[src/rtl/hgal_pkg.sv]
// Shared types, codes and sizes of the generational handle allocator.
package hgal_pkg;

    // Table size and field widths
    localparam int MAX_SLOTS = 1024;
    localparam int IDX_W     = $clog2(MAX_SLOTS);
    localparam int CNT_W     = $clog2(MAX_SLOTS + 1);
    localparam int GEN_W     = 8;
    localparam int ID_W      = 11;
    localparam int OP_W      = 2;
    localparam int STAT_W    = 2;
    localparam int IN_W      = 24;
    localparam int OUT_W     = 40;

    // Operation codes
    typedef enum logic [OP_W-1:0] {
        OP_CREATE  = 2'd0,
        OP_DESTROY = 2'd1,
        OP_CHECK   = 2'd2,
        OP_CLEAR   = 2'd3
    } t_op;

    // Result status codes
    localparam logic [STAT_W-1:0] ST_DONE = 2'd0;
    localparam logic [STAT_W-1:0] ST_FULL = 2'd1;
    localparam logic [STAT_W-1:0] ST_DEAD = 2'd2;

    // Controller states
    typedef enum logic [1:0] {
        S_IDLE,
        S_RD_STK,
        S_RD_GEN,
        S_EXEC
    } t_state;

    // Controller to datapath commands
    typedef struct packed {
        logic cap;      // latch input word
        logic rd_stk;   // read top of free stack
        logic rd_gen;   // read generation table
        logic exec;     // commit state and load result
    } t_cmd;

    // Datapath to controller status
    typedef struct packed {
        logic out_free; // result register can take a word this cycle
    } t_sts;

endpackage

[src/rtl/hgal_ctrl.sv]
// Sequencing state machine of the handle allocator.
module hgal_ctrl import hgal_pkg::*; (
    input  logic i_clk,
    input  logic i_rst_n,
    input  logic i_s_tvalid,
    output logic o_s_tready,
    input  t_sts i_sts,
    output t_cmd o_cmd
);

    t_state r_state, n_state;

    // State register
    always_ff @(posedge i_clk) begin
        if (!i_rst_n) begin
            r_state <= S_IDLE;
        end else begin
            r_state <= n_state;
        end
    end

    // Next state
    always_comb begin
        n_state = r_state;
        case (r_state)
            S_IDLE: begin
                if (i_s_tvalid) n_state = S_RD_STK;
            end
            S_RD_STK: n_state = S_RD_GEN;
            S_RD_GEN: n_state = S_EXEC;
            S_EXEC: begin
                if (i_sts.out_free) n_state = S_IDLE;
            end
            default: n_state = S_IDLE;
        endcase
    end

    // Outputs
    always_comb begin
        o_s_tready = 1'b0;
        o_cmd      = '0;
        case (r_state)
            S_IDLE: begin
                o_s_tready = 1'b1;
                o_cmd.cap  = i_s_tvalid;
            end
            S_RD_STK: o_cmd.rd_stk = 1'b1;
            S_RD_GEN: o_cmd.rd_gen = 1'b1;
            S_EXEC:   o_cmd.exec   = i_sts.out_free;
            default: begin
                o_s_tready = 1'b0;
            end
        endcase
    end

endmodule

[config.mk]
export PLATFORM = sky130hd
export DESIGN_NAME = hgal_ctrl
export DESIGN_NICKNAME = d
export VERILOG_FILES = /design/src/rtl/hgal_pkg.sv /design/src/rtl/hgal_ctrl.sv
export SDC_FILE = /design/constraint.sdc
export NUM_CORES = 1
export LEC_CHECK = 0
export BUFFER_PORTS_ARGS = -buffer_cell sky130_fd_sc_hd__buf_2
export CAP_MARGIN = 10
export CORE_AREA = 8 8 45 47
export CTS_CLUSTER_DIAMETER = 40
export DETAILED_ROUTE_END_ITERATION = 7
export DIE_AREA = 0 0 53 55
export GPL_ROUTABILITY_DRIVEN = 0
export HOLD_SLACK_MARGIN = 0.12
export SLEW_MARGIN = 20
export SYNTH_ARGS = -nofsm -noshare
export SYNTH_HDL_FRONTEND = slang
export SYNTH_SLANG_ARGS = --single-unit
[constraint.sdc]
create_clock -name i_clk -period 1.1 [get_ports i_clk]
set_input_delay 0.165 -clock i_clk [delete_from_list [all_inputs] [get_ports i_clk]]
set_output_delay 0.165 -clock i_clk [all_outputs]
set_load 0.01 [all_outputs]
# Word-level counts from Yosys, hierarchy flattened
# Index checks and enable logic that the tools add are counted.
[op_classes] div_mod_pow=0 bitwise=0 n_mux=8 n_shift=0 n_lt_le_gt_ge=0 n_eq_ne=5 reduce_logical=2 addsub=0 multipliers=0
[ops] operator="$pmux 2 s4" n=1
[ops] operator="$mux 1" n=5
[ops] operator="$eq 2x2->1 const B" n=2
[ops] operator="$mux 2" n=2
[ops] operator="$ne 2x2->1 const B" n=2
[ops] operator="$eq 2x1->1 const B" n=1
[ops] operator="$logic_not 2->1" n=1
[ops] operator="$reduce_and 2->1" n=1
[word_totals] latchBits=0 romBits=0 ram_bits=0 register_bits=2 output_inout_bits=5 elab_cells=16 memories=0

# Longest topological paths before layout
# Gate-level depths: netlist of the first run.
[logic_depth] word_depth=3 mapped_depth=4

# Least setup slack after synthesis of the first run
# No wires, ideal clock.
[synth_timing] path_kind="register -> register" from="register r_state[0]" to="register r_state[0]" n_path_buf=0 path_stages_with_launch=5 path_slack_ns=-0.080 arrival_time_ns=1.065 period_less_slack_ns=1.180 setup_ns=0.115 required_ns=0.985 cell_sequence="dfxtp_1 inv_1 ha_1 o31a_1 o21a_1"
[synth_between] elab_chain_len=3 word_cells_on_any_way=8 classes_between="5 x eq/ne; 1 x mux; 2 x reduce/logical"
[synth_lines] element="start, declared" line_no="hgal_ctrl.sv:11" rtl="t_state r_state, n_state;"
[synth_lines] element="start signal, assigned" line_no="hgal_ctrl.sv:18" rtl="r_state <= n_state;"
[synth_lines] element="$eq 2x2->1 or $logic_not 2->1 (tied branches)" line_no="hgal_ctrl.sv:25" rtl="case (r_state)"
[synth_lines] element="$ne 2x2->1 (no source line)"
[synth_lines] element="$reduce_and 2->1 (no source line)"
# Several ways; a longest one is shown, not always the timed one.
# A chain may end at the register's enable or synchronous reset.

==> load_flow_metrics.sql, run 1 <==
INSERT INTO impl_metrics (metric_group, metric, value, unit) VALUES
('clock_network', 'cts_max_level', '1', ''),
('sta', 'fin_crit_share', '108', '%'),
('synthesis', 'synth.area.mux_share', '5.84', '%'),
('sta', 'tightest_slew', '102', 'ps'),
('routing', 'routed-wl-met3', '80', 'um'),
('finish', 'diodes', '0', ''),
('clock_network', 'holdBufCountCts', '0', ''),
('sta', 'rsz_0062_raised_after_global_routing', 'true', ''),
('finish', 'design_area', '345', 'um^2'),
('finish', 'top_regs', 'r_state (2)', ''),
('synthesis', 'synth_cells', '18', ''),
('power_and_ir_drop', 'highest_ir_drop_seen_on_vdd', '0.457', 'mV'),
('worst_setup_path', 'path_depth', '4', ''),
('finish', 'areaGrowthSynthToFinish', '101', '%'),
('worst_setup_path', 'critical-path-top-delay-family', 'flip-flops', ''),
('hold_path', 'hold_path.class', 'input pin to flop', ''),
('routing', 'dr.first_iter.drc_count', '3', ''),
('finish', 'drive_above_1_share', '81.3', '%'),
('worst_setup_path', 'critical_path_arrival', '1020', 'ps'),
('floorplanning', 'floorplan.rows', '14', ''),
('clock_network', 'cts_made_buffers', '3', ''),
('sta', 'postLayoutSetupSlackWorst', '-84.6', 'ps'),
('finish', 'layoutNonFillerInstCount', '48', ''),
('worst_setup_path', 'worstPathBufferInverterCount', '2', ''),
('worst_setup_path', 'critical_path_class', 'flop to primary output', ''),
('clock_network', 'clk_latency', '220', 'ps'),
('grt', 'grt.total_usage', '3.98', '%'),
('place', 'place.detailed.instances', '43', ''),
('worst_setup_path', 'critical_path.endpoint_type', 'primary output', ''),
('sta', 'period_needed', '1180', 'ps'),
('run_status', 'failed_checks', 'negative setup slack', ''),
('place', 'dp.final_hpwl', '337', 'um'),
('flow_run', 'drv.max_cap_violation_count', '0', ''),
('synthesis', 'post_synth_num_cell_types', '11', ''),
('finish', 'top_register', 'r_state', ''),
('grt', 'grt_max_degree', '5', ''),
('sta', 'hold_violations', '0', ''),
('floorplanning', 'fp.dieArea', '2920', 'um^2'),
('synthesis', 'compound_cell_area_share_of_the_yosys_netlist', '14.6', '%'),
('synthesis', 'synthSimpleGateAreaFrac', '20.4', '%'),
('run_status', 'run_status', 'finished with violations', ''),
('worst_setup_path', 'critPathMaxStageDelay', '340', 'ps'),
('worst_setup_path', 'critical_path_required', '940', 'ps'),
('synthesis', 'synth_top_family_by_area', 'adder cells', ''),
('finish', 'layout.filler_cells', '155', ''),
('routing', 'postRouteAntennaNets', '0', ''),
('finish', 'largest_reg_flops', '2', ''),
('floorplanning', 'fp.dieH', '55', 'um'),
('routing', 'wl_met1', '145', 'um'),
('sta', 'setup_violations', '4', ''),
('floorplanning', 'core_area', '1380', 'um^2'),
('grt', 'antenna_violations_before_repair', '0', ''),
('worst_setup_path', 'reg2reg_depth', '5', ''),
('power_and_ir_drop', 'power.static_leakage', '0.152', 'nW'),
('grt', 'grt-ovfl-total', '0', ''),
('hold_path', 'holdPathStages', '3', ''),
('power_and_ir_drop', 'pwr_density_cell', '2220', 'nW/um^2'),
('routing', 'drc', '0', ''),
('grt', 'first_global_vias', '193', ''),
('place', 'placed_area', '255', 'um^2'),
('sta', 'timing_limited_maximum_frequency', '0.844', 'GHz'),
('sta', 'timing.clock.skew', '1.13', 'ps'),
('worst_setup_path', 'crit_chain', 'inv_2 -> ha_4 -> and2_4 -> buf_6', ''),
('place', 'detailedPlace.worstSlack', '-29.6', 'ps'),
('clock_network', 'clock-sinks', '2', ''),
('worst_setup_path', 'crit_path_start_kind', 'flop', ''),
('sta', 'slew_violations', '0', ''),
('worst_setup_path', 'crit_path_top_delay_cell', 'sky130_fd_sc_hd__dfxtp_2', ''),
('routing', 'detailedRoute.firstPassIterationCount', '3', ''),
('clock_network', 'cts_root_buffer', 'sky130_fd_sc_hd__clkbuf_4', ''),
('sta', 'slew_headroom', '93.0', '%');
==> layout make-up <==
cell class / count / area [um^2] / share of cell area [%]
inverters: 3 / 11.3 / 3.26
clock buffers: 3 / 22.5 / 6.52
well taps: 16 / 20.0 / 5.80
repair buffers: 11 / 87.6 / 25.4
flip-flops and latches: 2 / 42.5 / 12.3
multi-input cells: 13 / 161 / 46.7
==> repair_timing <==
item | in CTS | in global routing
gates resized for setup | 10 | 2
buffers inserted | 2 | 0
setup endpoints to repair | 6 | 7
pin swaps | 2 | 1
==> stage by stage <==
step	hold slack (ps)	total power [mW]
finish	219	0.765
global route	227	0.842
CTS	217	0.755
detailed placement	464	0.456
global placement	460	0.451
floorplan	311	0.358
==> cell usage in the layout (no fill, tap or decap), drive strengths merged <==
| master | Yosys | final |
|---|---|---|
| a21oi | 1 | 1 |
| and2 | 2 | 2 |
| buf | 0 | 11 |
| clkbuf | 0 | 3 |
| dfxtp | 2 | 2 |
| ha | 4 | 4 |
| inv | 3 | 3 |
| mux2i | 1 | 1 |
| nand2 | 2 | 2 |
| nor2b | 1 | 1 |
| o21a | 1 | 1 |
| o31a | 1 | 1 |
==> routing by layer <==
metal	vias to the layer above	track usage [%]
met5	-	0
met4	0	5.17
met3	0	3.74
met2	7	5.66
met1	81	2.73
li1	86	-
==> kinds of logic (layout without fill, tap and decap cells) <==
family          after synthesis  after routing
compound gates                3              3
fa+ha+maj                     4              4
buf+inv                       3             17
flops                         2              2
mux                           1              1
simple gates                  5              5
==> synthesized netlist by cell type <==
| cell type | count | share of area [%] |
|---|---|---|
| sky130_fd_sc_hd__inv_1 | 3 | 6.6 |
| sky130_fd_sc_hd__dfxtp_1 | 2 | 23 |
| sky130_fd_sc_hd__o21a_1 | 1 | 4.4 |
| sky130_fd_sc_hd__nand2_1 | 2 | 4.4 |
| sky130_fd_sc_hd__nor2b_4 | 1 | 8.0 |
| sky130_fd_sc_hd__and2_1 | 1 | 3.7 |
| sky130_fd_sc_hd__a21oi_2 | 1 | 5.1 |
| sky130_fd_sc_hd__o31a_1 | 1 | 5.1 |
| sky130_fd_sc_hd__and2_2 | 1 | 4.4 |
| sky130_fd_sc_hd__mux2i_1 | 1 | 5.8 |
| sky130_fd_sc_hd__ha_1 | 4 | 29 |
==> path summary, 6_finish.rpt <==
| path | from | end | slack (ps) |
|---|---|---|---|
| worst max-delay path | r_state[0] | o_cmd[3] | -80 |
| worst min-delay path | i_rst_n | r_state[1] | 220 |
| worst max register to register | r_state[0] | r_state[0] | -40 |
| worst min register to register | r_state[1] | r_state[1] | 480 |
==> where the power goes <==
part	internal [mW]	total (mW)	switching (mW)	leakage [nW]
clock	0.120	0.160	0.0399	0.0138
sequential	0.106	0.136	0.0296	0.0172
combinational	0.270	0.469	0.200	0.121
==> worst register-to-register path, stage by stage, from the launching register on <==
cell and delay (ps):
sky130_fd_sc_hd__dfxtp_2 340, sky130_fd_sc_hd__inv_2 60, sky130_fd_sc_hd__ha_4 160, sky130_fd_sc_hd__buf_4 140, sky130_fd_sc_hd__o31a_1 240, sky130_fd_sc_hd__o21a_1 100
(Power assumes the default switching activity.)
==> run 2: changes to the inputs <==
CAP_MARGIN = unset   (was 10)
CTS_BUF_LIST = sky130_fd_sc_hd__clkbuf_8   (was unset)
==> load_flow_metrics.sql, run 2 (synthesized netlist as in run 1, its figures left out) <==
INSERT INTO impl_metrics (metric_group, metric, value, unit) VALUES
('worst_setup_path', 'crit_path_start_kind', 'flop', ''),
('grt', 'grt.total_usage', '3.71', '%'),
('place', 'dp.final_hpwl', '337', 'um'),
('finish', 'mostFrequentLayoutCells', '4 x sky130_fd_sc_hd__buf_2, 4 x sky130_fd_sc_hd__buf_6, 3 x sky130_fd_sc_hd__clkbuf_8', ''),
('worst_setup_path', 'worst-r2r-setup-slack', '10', 'ps'),
('routing', 'routed-via-count', '166', ''),
('power_and_ir_drop', 'pwr_density_cell', '2420', 'nW/um^2'),
('floorplanning', 'num_io_pins', '9', ''),
('power_and_ir_drop', 'clockPowerShare', '33.6', '%'),
('hold_path', 'worst_hold_path.endpoint', 'r_state[1]', ''),
('sta', 'min_hold_slack', '245', 'ps'),
('floorplanning', 'fp.dieH', '55', 'um'),
('place', 'detailedPlace.worstSlack', '-29.6', 'ps'),
('run_status', 'failed_checks', 'negative setup slack', ''),
('clock_network', 'clock-sinks', '2', ''),
('grt', 'first_global_vias', '175', ''),
('finish', 'areaGrowthSynthToFinish', '104', '%'),
('sta', 'timing_limited_maximum_frequency', '0.835', 'GHz'),
('routing', 'finalWirelength', '456', 'um'),
('routing', 'wl_per_cell', '9.91', 'um'),
('power_and_ir_drop', 'highest_ir_drop_seen_on_vdd', '0.631', 'mV'),
('place', 'placed_area', '255', 'um^2'),
('hold_path', 'hold_path.class', 'input pin to flop', ''),
('grt', 'grt_max_degree', '5', ''),
('sta', 'tightest_slew', '117', 'ps'),
('power_and_ir_drop', 'power', '847', 'uW'),
('floorplanning', 'floorplan.rows', '14', ''),
('worst_setup_path', 'critical_path_class', 'flop to primary output', ''),
('power_and_ir_drop', 'seq_power_share', '19.5', '%'),
('routing', 'drc', '0', ''),
('place', 'port_buffers', '8', ''),
('worst_setup_path', 'critical_path_required', '940', 'ps'),
('sta', 'period_needed', '1200', 'ps'),
('clock_network', 'clk_transition_reported_paths', '30', 'ps'),
('finish', 'top_regs', 'r_state (2)', ''),
('clock_network', 'tritoncts', 'yes', ''),
('finish', 'design_area', '349', 'um^2'),
('sta', 'setup_violations', '3', ''),
('finish', 'finalCoreUtilization', '25.2', '%'),
('worst_setup_path', 'critical_path.endpoint_type', 'primary output', ''),
('sta', 'hold_violations', '0', ''),
('hold_path', 'hold_path.startpoint', 'i_rst_n', ''),
('sta', 'slew_violations', '0', ''),
('hold_path', 'holdPathStages', '3', ''),
('floorplanning', 'core_area', '1380', 'um^2'),
('grt', 'grt-ovfl-total', '0', ''),
('floorplanning', 'fp.dieArea', '2920', 'um^2'),
('finish', 'largest_reg_flops', '2', ''),
('place', 'place.detailed.instances', '43', ''),
('clock_network', 'cts_max_level', '1', ''),
('routing', 'viasPerCell', '3.61', ''),
('grt', 'antenna_violations_before_repair', '0', ''),
('worst_setup_path', 'timing.critical_path.fanout_max', '4', ''),
('floorplanning', 'chipWidth', '53', 'um'),
('flow_run', 'drv.max_cap_violation_count', '0', ''),
('power_and_ir_drop', 'power.share.combinational', '46.9', '%'),
('clock_network', 'cts_root_buffer', 'sky130_fd_sc_hd__clkbuf_8', ''),
('clock_network', 'cts_buffer_depth', '2', ''),
('worst_setup_path', 'cp-startpoint', 'r_state[0]', ''),
('worst_setup_path', 'worstReg2RegEnd', 'r_state[0]', ''),
('finish', 'top_register', 'r_state', ''),
('clock_network', 'cts_made_buffers', '3', ''),
('sta', 'final.setup.tns', '-212', 'ps'),
('worst_setup_path', 'reg2reg_depth', '4', ''),
('clock_network', 'holdBufCountCts', '0', ''),
('finish', 'diodes', '0', ''),
('worst_setup_path', 'critical_path_arrival', '1030', 'ps'),
('finish', 'fin_nets', '40', ''),
('power_and_ir_drop', 'net_switching_power_figure', '270', 'uW'),
('sta', 'rsz_0062_raised_after_global_routing', 'true', ''),
('sta', 'postLayoutSetupSlackWorst', '-97.9', 'ps'),
('power_and_ir_drop', 'power.static_leakage', '0.149', 'nW'),
('sta', 'slew_headroom', '92.0', '%'),
('power_and_ir_drop', 'internal-power', '576', 'uW'),
('sta', 'timing.clock.skew', '0.593', 'ps'),
('clock_network', 'clk_latency', '210', 'ps'),
('routing', 'postRouteAntennaNets', '0', ''),
('floorplanning', 'start_util', '12.4', '%'),
('finish', 'layoutNonFillerInstCount', '46', ''),
('power_and_ir_drop', 'netSwitchingFraction', '31.9', '%'),
('grt', 'grt_first_pass_wirelength', '655', 'um'),
('finish', 'drive_above_1_share', '80.0', '%'),
('worst_setup_path', 'r2r-start', 'r_state[0]', ''),
('sta', 'fin_crit_share', '109', '%'),
('run_status', 'run_status', 'finished with violations', ''),
('routing', 'dr.first_iter.drc_count', '2', ''),
('routing', 'detailedRoute.firstPassIterationCount', '3', '');
run 2: cell types whose count changed in the layout (fill, tap and decap cells not counted), moves of 2 or more:
cell                       previous run  this run
sky130_fd_sc_hd__buf_4                3         1
sky130_fd_sc_hd__clkbuf_4             3         0
sky130_fd_sc_hd__clkbuf_8             0         3
sky130_fd_sc_hd__dfxtp_2              2         0
sky130_fd_sc_hd__dfxtp_4              0         2
run 2: power by group through the flow:
stage	Clock, mW	Sequential (mW)	Combinational (mW)
after floorplan	0	0.128	0.230
after global placement	0	0.132	0.319
after detailed placement	0	0.132	0.324
after CTS	0.300	0.136	0.344
after global routing	0.304	0.171	0.443
final	0.285	0.165	0.397
run 2: metal layers:
metal	vias up	global-route usage, %	wire length [um]
li1	81	-	-
met1	78	2.27	121
met2	7	5.27	250
met3	0	3.74	83
met4	0	5.17	0
met5	-	0	0
run 2: worst max-delay path, cell delays in order (launching register included):
cell,delay [ps]
sky130_fd_sc_hd__dfxtp_4,380
sky130_fd_sc_hd__inv_4,50
sky130_fd_sc_hd__ha_4,160
sky130_fd_sc_hd__and2_4,130
sky130_fd_sc_hd__buf_6,110
run 2: worst max path at each step:
stage	end	slack, ps	cells after the start
floorplan	r_state[0]	2	4
global placement	r_state[0]	-20	4
detailed placement	r_state[0]	-30	4
CTS	o_cmd[0]	-110	3
global route	o_cmd[3]	-140	4
finish	o_cmd[3]	-100	4
run 2: repair_timing:
item | 4_1_cts | 5_1_grt
pin swaps | 1 | 1
gates resized for setup | 3 | 11
buffers inserted | 0 | 0
setup endpoints to repair | 6 | 7
run 2: layout make-up:
type                    count  area (um^2)
fillers                   155         1030
multi-input cells          13          154
inverters                   3         13.8
flip-flops and latches      2         47.5
well taps                  16         20.0
repair buffers              9         72.6
clock buffers               3         41.3
